File: src/hw/rtl/dcc_service_mode_programmer_macros.svh
`ifndef DCC_SERVICE_MODE_PROGRAMMER_MACROS_SVH
`define DCC_SERVICE_MODE_PROGRAMMER_MACROS_SVH

// Same-cycle implication, checked out of reset
`define DCCSMP_ASSERT_NOW(label, clk_i, rst_ni, ante, cons, msg) \
  label: assert property (@(posedge clk_i) disable iff (!rst_ni) (ante) |-> (cons)) \
    else $error(msg);

// Next-cycle implication, checked out of reset
`define DCCSMP_ASSERT_NEXT(label, clk_i, rst_ni, ante, cons, msg) \
  label: assert property (@(posedge clk_i) disable iff (!rst_ni) (ante) |=> (cons)) \
    else $error(msg);

`endif

File: src/hw/rtl/dccsmp_pkg.sv
`default_nettype none

package dccsmp_pkg;

  localparam int unsigned CV_W    = 11;
  localparam int unsigned PADDR_W = 4;
  localparam int unsigned PDATA_W = 32;

  localparam logic [CV_W-1:0] CV_COUNT = 11'd1024;

  // item modes
  localparam logic [2:0] MODE_TICK       = 3'd0;
  localparam logic [2:0] MODE_WRITE_BYTE = 3'd1;
  localparam logic [2:0] MODE_WRITE_BIT  = 3'd2;
  localparam logic [2:0] MODE_READ_BYTE  = 3'd3;
  localparam logic [2:0] MODE_READ_BIT   = 3'd4;
  localparam logic [2:0] MODE_POWER_OFF  = 3'd5;

  // packet kinds
  localparam logic [2:0] KIND_RESET       = 3'd0;
  localparam logic [2:0] KIND_WRITE_BYTE  = 3'd1;
  localparam logic [2:0] KIND_WRITE_BIT   = 3'd2;
  localparam logic [2:0] KIND_VERIFY_BIT  = 3'd3;
  localparam logic [2:0] KIND_VERIFY_BYTE = 3'd4;

  // status codes
  localparam logic [1:0] ST_IDLE    = 2'd0;
  localparam logic [1:0] ST_BUSY    = 2'd1;
  localparam logic [1:0] ST_SUCCESS = 2'd2;
  localparam logic [1:0] ST_FAILED  = 2'd3;

  // jobs
  localparam logic [1:0] JOB_OFF   = 2'd0;
  localparam logic [1:0] JOB_WRITE = 2'd1;
  localparam logic [1:0] JOB_READ  = 2'd2;

  localparam logic [3:0] BIT_BYTE_VERIFY = 4'd8;
  localparam logic [3:0] BIT_NONE        = 4'd15;
  localparam logic [3:0] BIT_TOP         = 4'd7;

  // register indexes
  localparam logic [1:0] REG_ACK_INC   = 2'd0;
  localparam logic [1:0] REG_PREAMBLE  = 2'd1;
  localparam logic [1:0] REG_REPEATS   = 2'd2;
  localparam logic [1:0] REG_TRAILING  = 2'd3;

  localparam logic [15:0] RST_ACK_INC  = 16'd60;
  localparam logic [4:0]  RST_PREAMBLE = 5'd20;
  localparam logic [2:0]  RST_REPEATS  = 3'd5;
  localparam logic [2:0]  RST_TRAILING = 3'd5;

  typedef struct packed {
    logic [15:0] ack_inc;
    logic [4:0]  preamble;
    logic [2:0]  repeats;
    logic [2:0]  trailing;
  } cfg_t;

  typedef struct packed {
    logic            packet_valid;
    logic [2:0]      packet_kind;
    logic [CV_W-1:0] packet_cv;
    logic [2:0]      packet_bit;
    logic            packet_bit_value;
    logic [7:0]      packet_byte;
    logic [1:0]      status;
    logic [7:0]      read_value;
    logic            track_enabled;
  } res_t;

  // a zero count is taken as one
  function automatic logic [2:0] min1_3(input logic [2:0] v);
    min1_3 = (v == 3'd0) ? 3'd1 : v;
  endfunction

  function automatic logic [4:0] min1_5(input logic [4:0] v);
    min1_5 = (v == 5'd0) ? 5'd1 : v;
  endfunction

endpackage

`default_nettype wire

File: src/hw/rtl/dccsmp_regs.sv
`default_nettype none

module dccsmp_regs
  import dccsmp_pkg::*;
(
  input  wire logic               clk,
  input  wire logic               rst_n,
  input  wire logic               psel,
  input  wire logic               penable,
  input  wire logic               pwrite,
  input  wire logic [PADDR_W-1:0] paddr,
  input  wire logic [PDATA_W-1:0] pwdata,
  output logic      [PDATA_W-1:0] prdata,
  output logic                    pready,
  output cfg_t                    cfg
);

  cfg_t       cfg_r;
  logic       wr_en;
  logic [1:0] idx;

  assign pready = 1'b1;
  assign wr_en  = psel & penable & pwrite;
  assign idx    = paddr[3:2];
  assign cfg    = cfg_r;

  always_ff @(posedge clk) begin
    if (!rst_n) begin
      cfg_r.ack_inc  <= RST_ACK_INC;
      cfg_r.preamble <= RST_PREAMBLE;
      cfg_r.repeats  <= RST_REPEATS;
      cfg_r.trailing <= RST_TRAILING;
    end else if (wr_en) begin
      case (idx)
        REG_ACK_INC:  cfg_r.ack_inc  <= pwdata[15:0];
        REG_PREAMBLE: cfg_r.preamble <= pwdata[4:0];
        REG_REPEATS:  cfg_r.repeats  <= pwdata[2:0];
        REG_TRAILING: cfg_r.trailing <= pwdata[2:0];
        default: begin
        end
      endcase
    end
  end

  always_comb begin
    case (idx)
      REG_ACK_INC:  prdata = {16'd0, cfg_r.ack_inc};
      REG_PREAMBLE: prdata = {27'd0, cfg_r.preamble};
      REG_REPEATS:  prdata = {29'd0, cfg_r.repeats};
      REG_TRAILING: prdata = {29'd0, cfg_r.trailing};
      default:      prdata = '0;
    endcase
  end

endmodule

`default_nettype wire

File: src/hw/rtl/dcc_service_mode_programmer.sv
// Service-mode (direct) programming sequencer. Each input item is a start, a
// power-off or a tick; every accepted item yields exactly one result item,
// held in an output register. One item per clock is sustained: in_ready is
// high whenever the output register is empty or its item is being taken in
// the same cycle, and the sequencer state and result are updated in a single
// pass of logic at the acceptance edge. Registers sit on an APB-style port at
// byte addresses 0, 4, 8 and 12; the user must write them only while idle, as
// the block does not enforce it. No clearing pass is needed after reset.
`default_nettype none

`include "dcc_service_mode_programmer_macros.svh"

module dcc_service_mode_programmer
  import dccsmp_pkg::*;
(
  input  wire logic               clk,
  input  wire logic               rst_n,
  input  wire logic               in_valid,
  output logic                    in_ready,
  input  wire logic [2:0]         in_mode,
  input  wire logic [CV_W-1:0]    in_cv_number,
  input  wire logic [2:0]         in_bit_number,
  input  wire logic               in_bit_value,
  input  wire logic [7:0]         in_byte_value,
  input  wire logic               in_need_packet,
  input  wire logic [15:0]        in_short_current,
  input  wire logic [15:0]        in_long_current,
  output logic                    out_valid,
  input  wire logic               out_ready,
  output logic                    out_packet_valid,
  output logic [2:0]              out_packet_kind,
  output logic [CV_W-1:0]         out_packet_cv,
  output logic [2:0]              out_packet_bit,
  output logic                    out_packet_bit_value,
  output logic [7:0]              out_packet_byte,
  output logic [1:0]              out_status,
  output logic [7:0]              out_read_value,
  output logic                    out_track_enabled,
  input  wire logic               psel,
  input  wire logic               penable,
  input  wire logic               pwrite,
  input  wire logic [PADDR_W-1:0] paddr,
  input  wire logic [PDATA_W-1:0] pwdata,
  output logic      [PDATA_W-1:0] prdata,
  output logic                    pready
);

  cfg_t cfg;

  dccsmp_regs u_regs (
    .clk     (clk),
    .rst_n   (rst_n),
    .psel    (psel),
    .penable (penable),
    .pwrite  (pwrite),
    .paddr   (paddr),
    .pwdata  (pwdata),
    .prdata  (prdata),
    .pready  (pready),
    .cfg     (cfg)
  );

  logic [1:0]      job_r, job_nxt;
  logic [1:0]      status_r, status_nxt;
  logic [4:0]      pre_r, pre_nxt;
  logic [2:0]      wr_r, wr_nxt;
  logic [2:0]      bwr_r, bwr_nxt;
  logic [2:0]      trail_r, trail_nxt;
  logic [2:0]      ver_r, ver_nxt;
  logic [3:0]      cur_r, cur_nxt;
  logic            trial_r, trial_nxt;
  logic [3:0]      single_r, single_nxt;
  logic [7:0]      found_r, found_nxt;
  logic [16:0]     thr_r, thr_nxt;
  logic [CV_W-1:0] tcv_r, tcv_nxt;
  logic [2:0]      tbit_r, tbit_nxt;
  logic            tbv_r, tbv_nxt;
  logic [7:0]      tbyte_r, tbyte_nxt;

  logic            out_valid_r;
  res_t            res_r, res_nxt;
  logic            accept;

  assign in_ready = !out_valid_r || out_ready;
  assign accept   = in_valid && in_ready;

  always_comb begin
    logic        is_start;
    logic        ack;
    logic        single;
    logic [16:0] new_thr;

    job_nxt    = job_r;
    status_nxt = status_r;
    pre_nxt    = pre_r;
    wr_nxt     = wr_r;
    bwr_nxt    = bwr_r;
    trail_nxt  = trail_r;
    ver_nxt    = ver_r;
    cur_nxt    = cur_r;
    trial_nxt  = trial_r;
    single_nxt = single_r;
    found_nxt  = found_r;
    thr_nxt    = thr_r;
    tcv_nxt    = tcv_r;
    tbit_nxt   = tbit_r;
    tbv_nxt    = tbv_r;
    tbyte_nxt  = tbyte_r;
    res_nxt    = '0;

    is_start = (in_mode == MODE_WRITE_BYTE) || (in_mode == MODE_WRITE_BIT) ||
               (in_mode == MODE_READ_BYTE) || (in_mode == MODE_READ_BIT);
    single   = !single_r[3];
    new_thr  = {1'b0, in_long_current} + {1'b0, cfg.ack_inc};
    ack      = 1'b0;

    if (is_start) begin
      if (in_cv_number == '0 || in_cv_number > CV_COUNT) begin
        job_nxt    = JOB_OFF;
        status_nxt = ST_FAILED;
      end else begin
        job_nxt    = (in_mode == MODE_WRITE_BYTE || in_mode == MODE_WRITE_BIT) ?
                     JOB_WRITE : JOB_READ;
        status_nxt = ST_BUSY;
        tcv_nxt    = in_cv_number;
        tbit_nxt   = in_bit_number;
        tbv_nxt    = in_bit_value;
        tbyte_nxt  = in_byte_value;
        pre_nxt    = min1_5(cfg.preamble);
        wr_nxt     = (in_mode == MODE_WRITE_BYTE) ? min1_3(cfg.repeats) : 3'd0;
        bwr_nxt    = (in_mode == MODE_WRITE_BIT) ? min1_3(cfg.repeats) : 3'd0;
        trail_nxt  = (in_mode == MODE_WRITE_BYTE || in_mode == MODE_WRITE_BIT) ?
                     min1_3(cfg.trailing) : 3'd0;
        ver_nxt    = 3'd0;
        cur_nxt    = 4'd0;
        found_nxt  = 8'd0;
        single_nxt = (in_mode == MODE_READ_BIT) ? {1'b0, in_bit_number} : BIT_NONE;
        trial_nxt  = (in_mode != MODE_READ_BIT);
      end
    end else if (in_mode == MODE_POWER_OFF) begin
      if (status_r == ST_BUSY) status_nxt = ST_FAILED;
      job_nxt = JOB_OFF;
    end else if (job_r == JOB_WRITE) begin
      if (pre_r != 5'd0) begin
        if (in_need_packet) begin
          res_nxt.packet_valid = 1'b1;
          res_nxt.packet_kind  = KIND_RESET;
          pre_nxt = pre_r - 5'd1;
          if (pre_nxt == 5'd0) thr_nxt = new_thr;
        end
      end else begin
        ack = ({1'b0, in_short_current} >= thr_r);
        if (ack) begin
          wr_nxt     = 3'd0;
          bwr_nxt    = 3'd0;
          trail_nxt  = 3'd0;
          status_nxt = ST_SUCCESS;
        end
        if (wr_nxt != 3'd0) begin
          if (in_need_packet) begin
            res_nxt.packet_valid = 1'b1;
            res_nxt.packet_kind  = KIND_WRITE_BYTE;
            res_nxt.packet_cv    = tcv_r;
            res_nxt.packet_byte  = tbyte_r;
            wr_nxt = wr_nxt - 3'd1;
          end
        end else if (bwr_nxt != 3'd0) begin
          if (in_need_packet) begin
            res_nxt.packet_valid     = 1'b1;
            res_nxt.packet_kind      = KIND_WRITE_BIT;
            res_nxt.packet_cv        = tcv_r;
            res_nxt.packet_bit       = tbit_r;
            res_nxt.packet_bit_value = tbv_r;
            bwr_nxt = bwr_nxt - 3'd1;
          end
        end else if (trail_nxt != 3'd0) begin
          if (in_need_packet) begin
            res_nxt.packet_valid = 1'b1;
            res_nxt.packet_kind  = KIND_RESET;
            trail_nxt = trail_nxt - 3'd1;
          end
        end else begin
          if (status_nxt == ST_BUSY) status_nxt = ST_FAILED;
          job_nxt = JOB_OFF;
        end
      end
    end else if (job_r == JOB_READ) begin
      if (pre_r != 5'd0) begin
        if (in_need_packet) begin
          res_nxt.packet_valid = 1'b1;
          res_nxt.packet_kind  = KIND_RESET;
          pre_nxt = pre_r - 5'd1;
          if (pre_nxt == 5'd0) begin
            thr_nxt = new_thr;
            cur_nxt = single ? single_r : BIT_TOP;
            ver_nxt = min1_3(cfg.repeats);
          end
        end
      end else begin
        ack = ({1'b0, in_short_current} >= thr_r);
        if (ack) begin
          if (single) begin
            found_nxt  = {7'd0, trial_r};
            status_nxt = ST_SUCCESS;
            ver_nxt    = 3'd0;
            trail_nxt  = 3'd0;
          end else if (cur_r[3]) begin
            status_nxt = ST_SUCCESS;
            ver_nxt    = 3'd0;
            trail_nxt  = 3'd0;
          end else begin
            found_nxt = found_r | (8'd1 << cur_r[2:0]);
          end
        end
        if (ver_nxt != 3'd0) begin
          if (in_need_packet) begin
            res_nxt.packet_valid = 1'b1;
            res_nxt.packet_cv    = tcv_r;
            if (cur_r[3]) begin
              res_nxt.packet_kind = KIND_VERIFY_BYTE;
              res_nxt.packet_byte = found_nxt;
            end else begin
              res_nxt.packet_kind      = KIND_VERIFY_BIT;
              res_nxt.packet_bit       = cur_r[2:0];
              res_nxt.packet_bit_value = trial_r;
            end
            ver_nxt = ver_nxt - 3'd1;
            if (ver_nxt == 3'd0) trail_nxt = min1_3(cfg.trailing);
          end
        end else if (trail_nxt != 3'd0) begin
          if (in_need_packet) begin
            res_nxt.packet_valid = 1'b1;
            res_nxt.packet_kind  = KIND_RESET;
            trail_nxt = trail_nxt - 3'd1;
          end
          if (trail_nxt == 3'd0) thr_nxt = new_thr;
        end else if (single) begin
          if (!trial_r && status_nxt == ST_BUSY) begin
            trial_nxt = 1'b1;
            ver_nxt   = min1_3(cfg.repeats);
          end else begin
            if (status_nxt == ST_BUSY) status_nxt = ST_FAILED;
            job_nxt = JOB_OFF;
          end
        end else if (cur_r[3]) begin
          if (status_nxt == ST_BUSY) status_nxt = ST_FAILED;
          job_nxt = JOB_OFF;
        end else if (cur_r != 4'd0) begin
          cur_nxt   = cur_r - 4'd1;
          trial_nxt = 1'b1;
          ver_nxt   = min1_3(cfg.repeats);
        end else begin
          cur_nxt = BIT_BYTE_VERIFY;
          ver_nxt = min1_3(cfg.repeats);
        end
      end
    end

    res_nxt.status        = status_nxt;
    res_nxt.read_value    = found_nxt;
    res_nxt.track_enabled = (job_nxt != JOB_OFF);
  end

  always_ff @(posedge clk) begin
    if (!rst_n) begin
      job_r       <= JOB_OFF;
      status_r    <= ST_IDLE;
      pre_r       <= 5'd0;
      wr_r        <= 3'd0;
      bwr_r       <= 3'd0;
      trail_r     <= 3'd0;
      ver_r       <= 3'd0;
      cur_r       <= 4'd0;
      trial_r     <= 1'b1;
      single_r    <= BIT_NONE;
      found_r     <= 8'd0;
      thr_r       <= 17'd0;
      tcv_r       <= 11'd1;
      tbit_r      <= 3'd0;
      tbv_r       <= 1'b0;
      tbyte_r     <= 8'd0;
      out_valid_r <= 1'b0;
    end else if (accept) begin
      job_r       <= job_nxt;
      status_r    <= status_nxt;
      pre_r       <= pre_nxt;
      wr_r        <= wr_nxt;
      bwr_r       <= bwr_nxt;
      trail_r     <= trail_nxt;
      ver_r       <= ver_nxt;
      cur_r       <= cur_nxt;
      trial_r     <= trial_nxt;
      single_r    <= single_nxt;
      found_r     <= found_nxt;
      thr_r       <= thr_nxt;
      tcv_r       <= tcv_nxt;
      tbit_r      <= tbit_nxt;
      tbv_r       <= tbv_nxt;
      tbyte_r     <= tbyte_nxt;
      out_valid_r <= 1'b1;
    end else if (out_ready) begin
      out_valid_r <= 1'b0;
    end
  end

  always_ff @(posedge clk) begin
    if (accept) begin
      res_r <= res_nxt;
    end
  end

  assign out_valid            = out_valid_r;
  assign out_packet_valid     = res_r.packet_valid;
  assign out_packet_kind      = res_r.packet_kind;
  assign out_packet_cv        = res_r.packet_cv;
  assign out_packet_bit       = res_r.packet_bit;
  assign out_packet_bit_value = res_r.packet_bit_value;
  assign out_packet_byte      = res_r.packet_byte;
  assign out_status           = res_r.status;
  assign out_read_value       = res_r.read_value;
  assign out_track_enabled    = res_r.track_enabled;

  // a running job is either busy or already acknowledged
  `DCCSMP_ASSERT_NOW(a_job_status, clk, rst_n, job_r != JOB_OFF,
    status_r == ST_BUSY || status_r == ST_SUCCESS, "running job with bad status")

  // a packet only goes out while the track is powered
  `DCCSMP_ASSERT_NOW(a_pkt_powered, clk, rst_n, out_valid_r && res_r.packet_valid,
    res_r.track_enabled, "packet sent with track off")

  // a good write-byte or read-bit start leaves a busy job behind
  `DCCSMP_ASSERT_NEXT(a_start_busy, clk, rst_n,
    accept && (in_mode == MODE_WRITE_BYTE || in_mode == MODE_READ_BIT) &&
    in_cv_number != '0 && in_cv_number <= CV_COUNT,
    status_r == ST_BUSY && job_r != JOB_OFF, "start did not begin a job")

endmodule

`default_nettype wire

File: config.mk
export PLATFORM = sky130hd
export DESIGN_NAME = dcc_service_mode_programmer
export DESIGN_NICKNAME = d
export VERILOG_FILES = /design/src/hw/rtl/dccsmp_pkg.sv /design/src/hw/rtl/dccsmp_regs.sv /design/src/hw/rtl/dcc_service_mode_programmer.sv
export VERILOG_INCLUDE_DIRS = /design/src /design/src/hw/rtl
export SDC_FILE = /design/constraint.sdc
export NUM_CORES = 1
export LEC_CHECK = 0
export ABC_AREA = 1
export BUFFER_PORTS_ARGS = -buffer_cell sky130_fd_sc_hd__buf_2
export CAP_MARGIN = 20
export CORE_MARGIN = 2
export CORE_UTILIZATION = 47
export DETAILED_ROUTE_END_ITERATION = 7
export MAX_ROUTING_LAYER = met4
export PLACE_DENSITY = 0.72
export RECOVER_POWER = 100
export SYNTH_ARGS = -nofsm -noshare
export SYNTH_HDL_FRONTEND = slang
export SYNTH_SLANG_ARGS = --single-unit
File: constraint.sdc
create_clock -name clk -period 3.08 [get_ports clk]
set_input_delay 0.154 -clock clk [delete_from_list [all_inputs] [get_ports clk]]
set_output_delay 0.154 -clock clk [all_outputs]
set_load 0.03 [all_outputs]
### Yosys cells after proc, flatten, opt, wreduce, memory -nomap -nowiden

Index checks and enable logic that the tools add are counted.

* memories: 0
* bits in latches: 0
* ROM bits: 0
* bits in registers: 144
* bits of input ports: 102
* memory bits (writable): 0

* bitwise gates (word level): 6
* shift operators: 1
* add/subtract/negate cells: 8
* mux-type cells: 214
* multiply operators: 0
* reduce and logical (&&, ||, !) cells: 48
* $lt $le $gt $ge: 2
* divide/modulo/power cells: 0
* equality and inequality tests: 29

Operator list (count)
* $mux 3: 90
* $mux 17: 9
* $pmux 32 s4: 1
* $mux 8: 12
* $mux 2: 47
* $mux 4: 23
* $mux 27: 3
* $mux 23: 3
* $mux 15: 3
* $mux 5: 8
* $reduce_bool 3->1: 8
* $reduce_and 11->1: 2
* $mux 19: 1
* $add 16x16->17: 1
* $ge 16x17->1: 1
* $sub 3x1->3 const B: 5
* $mux 1: 14
* $ne 2x2->1 const B: 7
* $reduce_bool 2->1: 7
* $logic_not 3->1: 4
* $ne 3x3->1 const B: 4
* $gt 11x11->1 const B: 1
* $logic_not 11->1: 1
* $eq 2x1->1 const B: 5
* other kinds (28): 48

### Depth between registers and ports, before layout

Gate-level depths: netlist of run 1.

* word-level depth: 24
* depth in mapped cells: 25

### Hierarchy

From an unflattened synthesis of run 1, not the netlist that was laid out.

* cell total of the unflattened synthesis: 1251
* area total of the unflattened synthesis: 8841.0 um^2

By module, submodules not included
* dcc_service_mode_programmer: cells an instance 1025, times used 1, area each 7405.9 um^2
* dccsmp_regs: cells an instance 226, times used 1, area each 1435.1 um^2

### Least setup slack after synthesis of run 1

OpenSTA, ideal clock, no wires.

* kind: register to register
* start point: register thr_r[12]
* end point: register thr_r[2]
* arrival time: 3.073 ns
* buffers on the path: 3
* data required time: 3.010 ns
* library setup time: 0.070 ns
* path slack: -0.063 ns
* cell stages (with the launch flop): 18
* cell sequence: dfxtp_1 -> inv_1 -> ha_1 -> nand2_1 -> nor4_2 -> nand2_2 -> nand2_2 -> nand2_1 -> buf_2 -> nand2_1 -> ha_1 -> ha_1 -> clkbuf_1 -> nor2_1 -> nor3_2 -> clkbuf_1 -> nand3_1 -> a21oi_1

* word-level cells in the longest chain between the ends: 19
* elaborated cells on any way between the ends: 29
* classes of those cells: add/sub: 1; order compare: 1; eq/ne: 1; mux: 20; reduce/logical: 6

RTL lines
* from (decl): RTL line dcc_service_mode_programmer.sv:74 `logic [16:0] thr_r, thr_nxt;`
* from (signal assigned): RTL line dcc_service_mode_programmer.sv:295 `thr_r <= thr_nxt;`
* $ge 16x17->1 *: RTL line dcc_service_mode_programmer.sv:200 `ack = ({1'b0, in_short_current} >= thr_r);`
* $mux 3: RTL line dcc_service_mode_programmer.sv:201 `if (ack) begin`
* $mux 3: RTL line dcc_service_mode_programmer.sv:188 `if (pre_r != 5'd0) begin`
* $mux 3: RTL line dcc_service_mode_programmer.sv:187 `end else if (job_r == JOB_READ) begin`
* $mux 3: RTL line dcc_service_mode_programmer.sv:143 `end else if (job_r == JOB_WRITE) begin`
* $mux 3: RTL line dcc_service_mode_programmer.sv:140 `end else if (in_mode == MODE_POWER_OFF) begin`
* $mux 3: RTL line dcc_service_mode_programmer.sv:117 `if (is_start) begin`
* $sub 3x1->3: RTL line dcc_service_mode_programmer.sv:234 `trail_nxt = trail_nxt - 3'd1;`
* [... 3 more ...]
* $mux 3: RTL line dcc_service_mode_programmer.sv:188
* $mux 3: RTL line dcc_service_mode_programmer.sv:187
* $mux 3: RTL line dcc_service_mode_programmer.sv:143
* $mux 3: RTL line dcc_service_mode_programmer.sv:140
* $mux 3: RTL line dcc_service_mode_programmer.sv:117
* $logic_not 3->1: RTL line dcc_service_mode_programmer.sv:236 `if (trail_nxt == 3'd0) thr_nxt = new_thr;`
* $reduce_bool 2->1 (no line)
* $reduce_and 8->1 (no line) *

Every way passes the cells marked *; elsewhere a longest branch is shown, timed or not. The select of a mux whose other input is x is not followed.
A chain may end at the register's enable or synchronous reset.

### Worst setup path after layout of run 1

* start point: register thr_r[12]
* end point: register res_r (netlist bit out_packet_cv[8]), data pin

* word-level cells in the longest chain between the ends: 12
* elaborated cells on any way between the ends: 27
* classes of those cells: order compare: 1; mux: 23; reduce/logical: 3

RTL lines
* $ge 16x17->1 *: RTL line dcc_service_mode_programmer.sv:152, dcc_service_mode_programmer.sv:200
* $mux 3: RTL line dcc_service_mode_programmer.sv:201
* $mux 3: RTL line dcc_service_mode_programmer.sv:188
* $mux 3: RTL line dcc_service_mode_programmer.sv:187
* $mux 3: RTL line dcc_service_mode_programmer.sv:143
* $mux 3: RTL line dcc_service_mode_programmer.sv:140
* $mux 3: RTL line dcc_service_mode_programmer.sv:117
* $reduce_bool 3->1: RTL line dcc_service_mode_programmer.sv:215 `if (ver_nxt != 3'd0) begin`
* $mux 23: RTL line dcc_service_mode_programmer.sv:215
* $mux 23: RTL line dcc_service_mode_programmer.sv:188
* $mux 27: RTL line dcc_service_mode_programmer.sv:187
* $mux 27 *: RTL line dcc_service_mode_programmer.sv:143
* to (signal assigned): RTL line dcc_service_mode_programmer.sv:308 `res_r <= res_nxt;`
* to (decl): RTL line dcc_service_mode_programmer.sv:81 `res_t res_r, res_nxt;`

Marks and branches as above.

==> impl_metrics.csv, run 1 <==
group,metric,value,unit
setup_path,critical-path-top-cell-by-count,"nand2_1",
setup_path,crit-reg2reg-launch,"thr_r[12]",
routing,routed_wirelength,27500,um
routing,detail_route.first_pass.iterations,5,
finish,n_antenna_cell,0,
sta,finalCriticalPeriod,2.88,ns
routing,drtAntennaViolNets,0,
placement,place.detailed.instances,1813,
worst_hold_path,hold_path_class,"primary input to flip-flop",
setup_path,critical-path-max-stage-delay,0.34,ns
finish,fin_util,58.1,%
routing,drc,0,
routing,dr_total_vias,9849,
placement,post-dp-hpwl,20000,um
finish,syn_to_final_growth,20.9,%
clock_tree,max-clock-path-buffers,2,
setup_path,timing.critical_path.arrival,3.07,ns
yosys,yosys_register_bits,144,
sta,final.setup_skew,0.0126,ns
finish,layoutNonFillerInstCount,1874,
status,run_status,"finished with violations",
routing,first_iter_violations,806,
routing,routedWlPerCell,14.7,um
clock_tree,total_clock_buffers_created_by_cts,17,
sta,timing.final.setup_violations,0,
yosys,syn-cell-area,9380,um^2
sta,fin_crit_sh,93.6,%
job,drv.max_cap_violation_count,0,
sta,holdWs,-0.00267,ns
floorplan,initial_standard_cell_utilization_of_the_core,48.1,%
setup_path,critPathBufInv,5,
power,combPwrFrac,25.1,%
clock_tree,cts_num_sinks,144,
sta,max_slew.worst_pin.slew,0.885,ns
finish,layout-drive-gt1-share,13.4,%
yosys,post_synthesis_average_cell_area,6.64,um^2
finish,final_nets,1749,
yosys,synth_async_sr_flop_share,0,%
placement,port_buffers,139,
power,pwr_density_cell,487,nW/um^2
clock_tree,clkLatencyLatePin,0.44,ns
setup_path,critPathKind,"flip-flop to flip-flop",
sta,slew-limit-headroom,41.0,%
clock_tree,cts_tree,"yes",
floorplan,die-area,21100,um^2
setup_path,cp_cell_sequence,"inv_1 -> ha_1 -> nand2_1 -> nor4_2 -> nand2_2 -> nand2_4 -> buf_8 -> inv_4 -> nand2_1 -> ha_2 -> nand2_2 -> inv_2 -> nand2_1 -> a32oi_4 -> buf_4 -> nor3_1",
sta,timing_max_transition_violations_final,0,
grt,grt_usage,26.1,%
yosys,synthesis.yosys.warnings,0,
yosys,unique_cell_type_count_in_the_yosys_netlist,51,
clock_tree,cts.htree.levels,4,
power,cellLeakagePower,0.00521,uW
grt,pin_count_of_the_biggest_net_entering_global_routing,65,
grt,met3_usage,4.06,%
setup_path,worstSetupEndpointType,"flip-flop",
grt,grt_pass1_wl,43800,um
power,pwr-share-clk,36.8,%
sta,final-hold-violation-count,2,
placement,post_dp_cell_area,10500,um^2
power,power.switching,1880,uW
clock_tree,clk_pin_slew_worst_paths,0.07,ns
setup_path,worst_ep_required_time,3.26,ns
sta,maxClockFrequency,347,MHz
power,netSwitchingFraction,34.0,%
finish,design_area,11300,um^2
yosys,edff_count_synth,38,
grt,grt_overflow_total,0,
grt,gr-max-usage-layer,"met2",
setup_path,path_delay_family,"simple AND/OR/NAND/NOR gates",
yosys,syn_inst,1413,
power,power.internal,3650,uW
floorplan,die_span_in_x,145,um
yosys,synth_seq_area_share,34.8,%
grt,grt_pass1_vias,8795,
setup_path,crit_start,"thr_r[12]",
sta,rsz0062_at_grt,"true",
yosys,ys.flop_type,"dfxtp_1",
status,failing_checks,"negative hold slack",
sta,tns,0,ns
worst_hold_path,min_from,"in_cv_number[9]",
floorplan,core.rowCount,51,
grt,met2_usage_grt,39.0,%
setup_path,cpMaxStageDelayCell,"dfxtp_1",
power,vdd_drop_max,0.448,mV
floorplan,die_h,145,um
setup_path,worst_setup_path_start_kind,"flip-flop",
floorplan,number_of_ports_placed_on_the_die_boundary,175,
floorplan,design.core.area,19500,um^2
setup_path,largest_driver_fanout_on_the_critical_path,8,
clock_tree,clk_root_buffer_cell,"clkbuf_16",
placement,gp_congestion,0.954,
grt,number_of_antenna_violations_at_the_first_check_in_global_routing,0,
grt,global_route.usage.met1,36.5,%
routing,vias_per_cell,5.26,
power,sequentialPowerShare,38.1,%
setup_path,regToRegSetupSlack,0.20,ns
finish,layout.filler_cells,1946,
[cells in the mapped netlist (all sizes together) (6+ instances only)]
library cell	number	area share, %
ha	49	6.5
nand2	427	17
a21oi	140	7.6
clkbuf	35	1.4
o21ai	115	6.3
nor2	114	4.9
edfxtp	38	12
inv	170	6.8
buf	30	2.2
nor3	20	1.2
dfxtp	106	23
nand3	91	5.0
nand4	18	1.3
xnor2	6	0.56
[worst paths after layout]
check,endpoint,cells after the start
worst min register to register,tcv_r[2],2
worst max register to register,out_packet_cv[8],16
worst max-delay path,out_packet_cv[8],16
worst min-delay path,tcv_r[9],3
[power by group through the flow]
stage | logic, uW | clock network [uW] | registers, uW
finish | 1390 | 2040 | 2110
detailed placement | 1310 | 0 | 2140
global route | 1540 | 2130 | 2120
floorplan | 861 | 0 | 2200
global placement | 1290 | 0 | 2140
CTS | 1340 | 2060 | 2100
[per-stage QoR]
stage / power, uW / worst slack, ns
2_1_floorplan: 3060 / 0.00435
3_5_place_dp: 3450 / 0.0270
5_1_grt: 5780 / -0.0446
6_report: 5530 / 0.197
4_1_cts: 5490 / 0.000423
3_3_place_gp: 3430 / 0.0613
[sequential cells by signal, summed over array words and instances, names as in the netlist, 4 cells and up]
| name | flops |
|---|---|
| found_r | 8 |
| out_packet_byte | 8 |
| cur_r | 4 |
| u_regs.cfg | 27 |
| tbyte_r | 8 |
| single_r | 4 |
| out_packet_cv | 11 |
| thr_r | 17 |
| tcv_r | 11 |
| pre_r | 5 |
| out_read_value | 8 |
[layout by cell type, fill, tap and decap left out, types with 7 or more instances in the layout]
cell type      instances
nand2_1              415
inv_1                163
a21oi_1              136
o21ai_0              106
nor2_1               105
dfxtp_1              101
nand3_1               85
buf_2                 80
clkbuf_1              62
buf_4                 47
ha_1                  46
edfxtp_1              38
dlygate4sd3_1         22
nor3_1                18
nand4_1               17
conb_1                17
clkbuf_16             17
nand2_2                9
o21ai_1                8
nor2_2                 7
[layer usage]
metal | share of wire, % | routed length [um]
met4 | 2.0 | 548
met5 | 0 | 0
met3 | 7.2 | 1980
met2 | 43 | 12000
met1 | 47 | 13000
[repair_timing]
item | in CTS | in global routing
endpoints found under the setup margin | 0 | 60
hold buffers | 22 | 0
endpoints found under the hold margin | 24 | 0
buffers inserted | 0 | 7
resized for setup | 0 | 38
[worst reg2reg max path, stage by stage (launching register included)]
cell and delay [ns]:
dfxtp_1 0.34, inv_1 0.05, ha_1 0.28, nand2_1 0.08
nor4_2 0.31, nand2_2 0.14, nand2_4 0.10, buf_8 0.12
inv_4 0.07, nand2_1 0.13, ha_2 0.21, nand2_2 0.10
inv_2 0.09, nand2_1 0.09, a32oi_4 0.30, buf_4 0.20
nor3_1 0.05
[layout make-up]
type	instances	area [um^2]	share of cell area, %
multi-input cells	1045	5280	46.5
inverters	174	656	5.78
clock inverters	13	126	1.11
clock buffers	18	439	3.87
flip-flops and latches	144	3270	28.8
well taps	265	332	2.92
repair buffers	215	1250	11.0
[cells by family after synthesis]
family | share of synthesized area (%)
AND/OR/NAND/NOR | 30.3
AO/OA/AOI/OAI | 16.7
buffers and inverters | 10.6
flip-flops | 34.8
adder cells (fa/ha/maj) | 6.75
XOR/XNOR | 0.747
other | 0.0800
multiplexers | 0.107
Power figures use the tool's default switching activity.
==> run 2: changes to the inputs <==
Settings changed: CORE_UTILIZATION 47 to 50, PLACE_DENSITY 0.72 to 0.76.
==> run 2 against run 1 <==
  * Register-to-register slack barely moved
  * Sequential power barely moved
  * Combinational power barely moved
  * The flow now finishes without violations
  * Largest cell class unchanged
==> impl_metrics.csv, run 2 (synthesis results as in run 1) <==
group,metric,value,unit
routing,drc,0,
grt,number_of_antenna_violations_at_the_first_check_in_global_routing,0,
setup_path,worst_ep_required_time,3.45,ns
finish,multi_input_area,5310,um^2
sta,timing.final.setup_violations,0,
routing,first_iter_violations,1041,
setup_path,worst_setup_path_start_kind,"flip-flop",
clock_tree,cts_tree,"yes",
setup_path,critPathKind,"flip-flop to flip-flop",
power,netSwitchingFraction,33.9,%
setup_path,worstSetupEndpointType,"flip-flop",
job,drv.max_cap_violation_count,0,
floorplan,die_span_in_x,141,um
setup_path,critical-path-max-stage-delay,0.33,ns
finish,storage_cell_area,3270,um^2
sta,rsz0062_at_grt,"false",
power,power.internal,3810,uW
floorplan,initial_standard_cell_utilization_of_the_core,50.5,%
finish,final_nets,1750,
clock_tree,cts.htree.levels,4,
placement,gp_congestion,0.973,
setup_path,cpMaxStageDelayCell,"dfxtp_1",
grt,pin_count_of_the_biggest_net_entering_global_routing,65,
sta,max_slew.worst_pin.slew,0.820,ns
setup_path,critical-path-top-cell-by-count,"nand2_1",
finish,largest_reg_flops,27,
floorplan,number_of_ports_placed_on_the_die_boundary,175,
power,pwr_density_cell,503,nW/um^2
floorplan,design.core.area,18600,um^2
grt,grt_pass1_wl,43700,um
routing,routed_wirelength,27400,um
power,power.switching,1950,uW
finish,most-common-layout-cells,"412 x nand2_1, 163 x inv_1, 137 x a21oi_1",
power,pwr-share-clk,38.8,%
sta,final.setup_skew,0.0112,ns
floorplan,die-area,19900,um^2
sta,timing_max_transition_violations_final,0,
clock_tree,total_clock_buffers_created_by_cts,17,
finish,layout.filler_cells,1749,
placement,place.detailed.instances,1784,
sta,final-hold-violation-count,0,
power,vdd_drop_max,0.400,mV
routing,vias_per_cell,5.36,
clock_tree,max-clock-path-buffers,2,
setup_path,timing.critical_path.arrival,3.25,ns
placement,port_buffers,139,
grt,grt_overflow_total,0,
sta,finalCriticalPeriod,2.88,ns
power,combPwrFrac,24.7,%
setup_path,cp_cell_sequence,"inv_1 -> ha_1 -> nand2_2 -> nor4_4 -> nand2_4 -> nand2_4 -> buf_8 -> inv_4 -> nand2_1 -> ha_1 -> ha_2 -> nand4_1 -> nand2_1 -> nand2_1 -> nor2_1 -> nor2_1 -> nand2_1 -> nand2_1 -> a21oi_1",
clock_tree,cts_num_sinks,144,
finish,syn_to_final_growth,22.0,%
clock_tree,clk_root_buffer_cell,"clkbuf_16",
sta,fin_crit_sh,93.5,%
clock_tree,clk_pin_slew_worst_paths,0.07,ns
clock_tree,clkLatencyLatePin,0.43,ns
status,run_status,"complete, no violations",
power,cellLeakagePower,0.00526,uW
setup_path,largest_driver_fanout_on_the_critical_path,11,
routing,drtAntennaViolNets,0,
grt,grt_usage,28.0,%
power,sequentialPowerShare,36.6,%
floorplan,die_h,141,um
grt,grt_pass1_vias,8755,
finish,layoutNonFillerInstCount,1845,
routing,detail_route.first_pass.iterations,5,
finish,layout.cells.most_common,"nand2_1",
routing,dr_total_vias,9898,
sta,slew-limit-headroom,45.3,%
floorplan,core.rowCount,50,
sta,holdWs,0.00961,ns
placement,post-dp-hpwl,20000,um
sta,tns,0,ns
worst_hold_path,hold_path_class,"primary input to flip-flop",
finish,n_antenna_cell,0,
finish,layout-drive-gt1-share,13.5,%
routing,routedWlPerCell,14.9,um
sta,maxClockFrequency,347,MHz
[run 2: cell count changes in the layout (fill, tap and decap cells not counted), sizes merged]
cell / delta
buf: -3
bufinv: +1
clkbuf: +4
clkinvlp: -2
inv: +2
[run 2: final cells by class]
class	instances	share of cell area, %
sequential	144	28.6
timing repair buffer	216	11.2
clock buffer	18	3.94
multi-input combinational	1045	46.4
tap	234	2.56
clock inverter	14	1.63
inverter	174	5.73
[run 2: routing by layer]
metal / GRT usage [%] / routed length (um)
met5: - / 0
met4: 8.32 / 445
met3: 3.67 / 1880
met2: 40.8 / 12000
met1: 40.6 / 13100
[run 2: per-stage QoR]
| stage | area [um^2] | setup slack [ns] | utilization [%] | power [uW] |
|---|---|---|---|---|
| 3_5_place_dp | 10500 | -0.0117 | 56.3 | 3460 |
| 4_1_cts | 11300 | 0.0125 | 61.0 | 5710 |
| 3_3_place_gp | 10500 | 0.0506 | 56.3 | 3450 |
| 5_1_grt | 11400 | 0.000106 | 61.6 | 6000 |
| 6_report | 11400 | 0.199 | 61.6 | 5760 |
| 2_1_floorplan | 9440 | 0.00435 | - | 3060 |
[run 2: power by group through the flow]
stage          Sequential (uW)  Clock, uW  Combinational (uW)
6_report                  2110       2230                1420
5_1_grt                   2110       2310                1570
4_1_cts                   2100       2250                1360
3_5_place_dp              2140          0                1320
3_3_place_gp              2140          0                1310
2_1_floorplan             2200          0                 861
[run 2: timing repair]
item / CTS / global route
gates resized for setup: 6 / 43
hold buffers: 22 / 0
endpoints found under the setup margin: 10 / 62
hold endpoints to repair: 23 / 0
setup buffers: 0 / 5
pin swaps: 1 / 15
cloned: 1 / 1
[run 2: path summary, 6_finish.rpt]
kind         cells past startpoint         end            start  slack (ns)
min reg2reg                      2    tcv_r[5]         tcv_r[5]        0.46
min                              3    tcv_r[5]  in_cv_number[5]        0.01
max reg2reg                     19  trail_r[0]        thr_r[12]        0.20
max                             19  trail_r[0]        thr_r[12]        0.20
[run 2: worst max-delay path: cells and delay by family, from the launching register on]
kind	cells	cell delay, ns
buf+inv	3	0.27
fa+ha+maj	3	0.68
simple gates	12	1.43
compound gates	1	0.11
flops	1	0.33
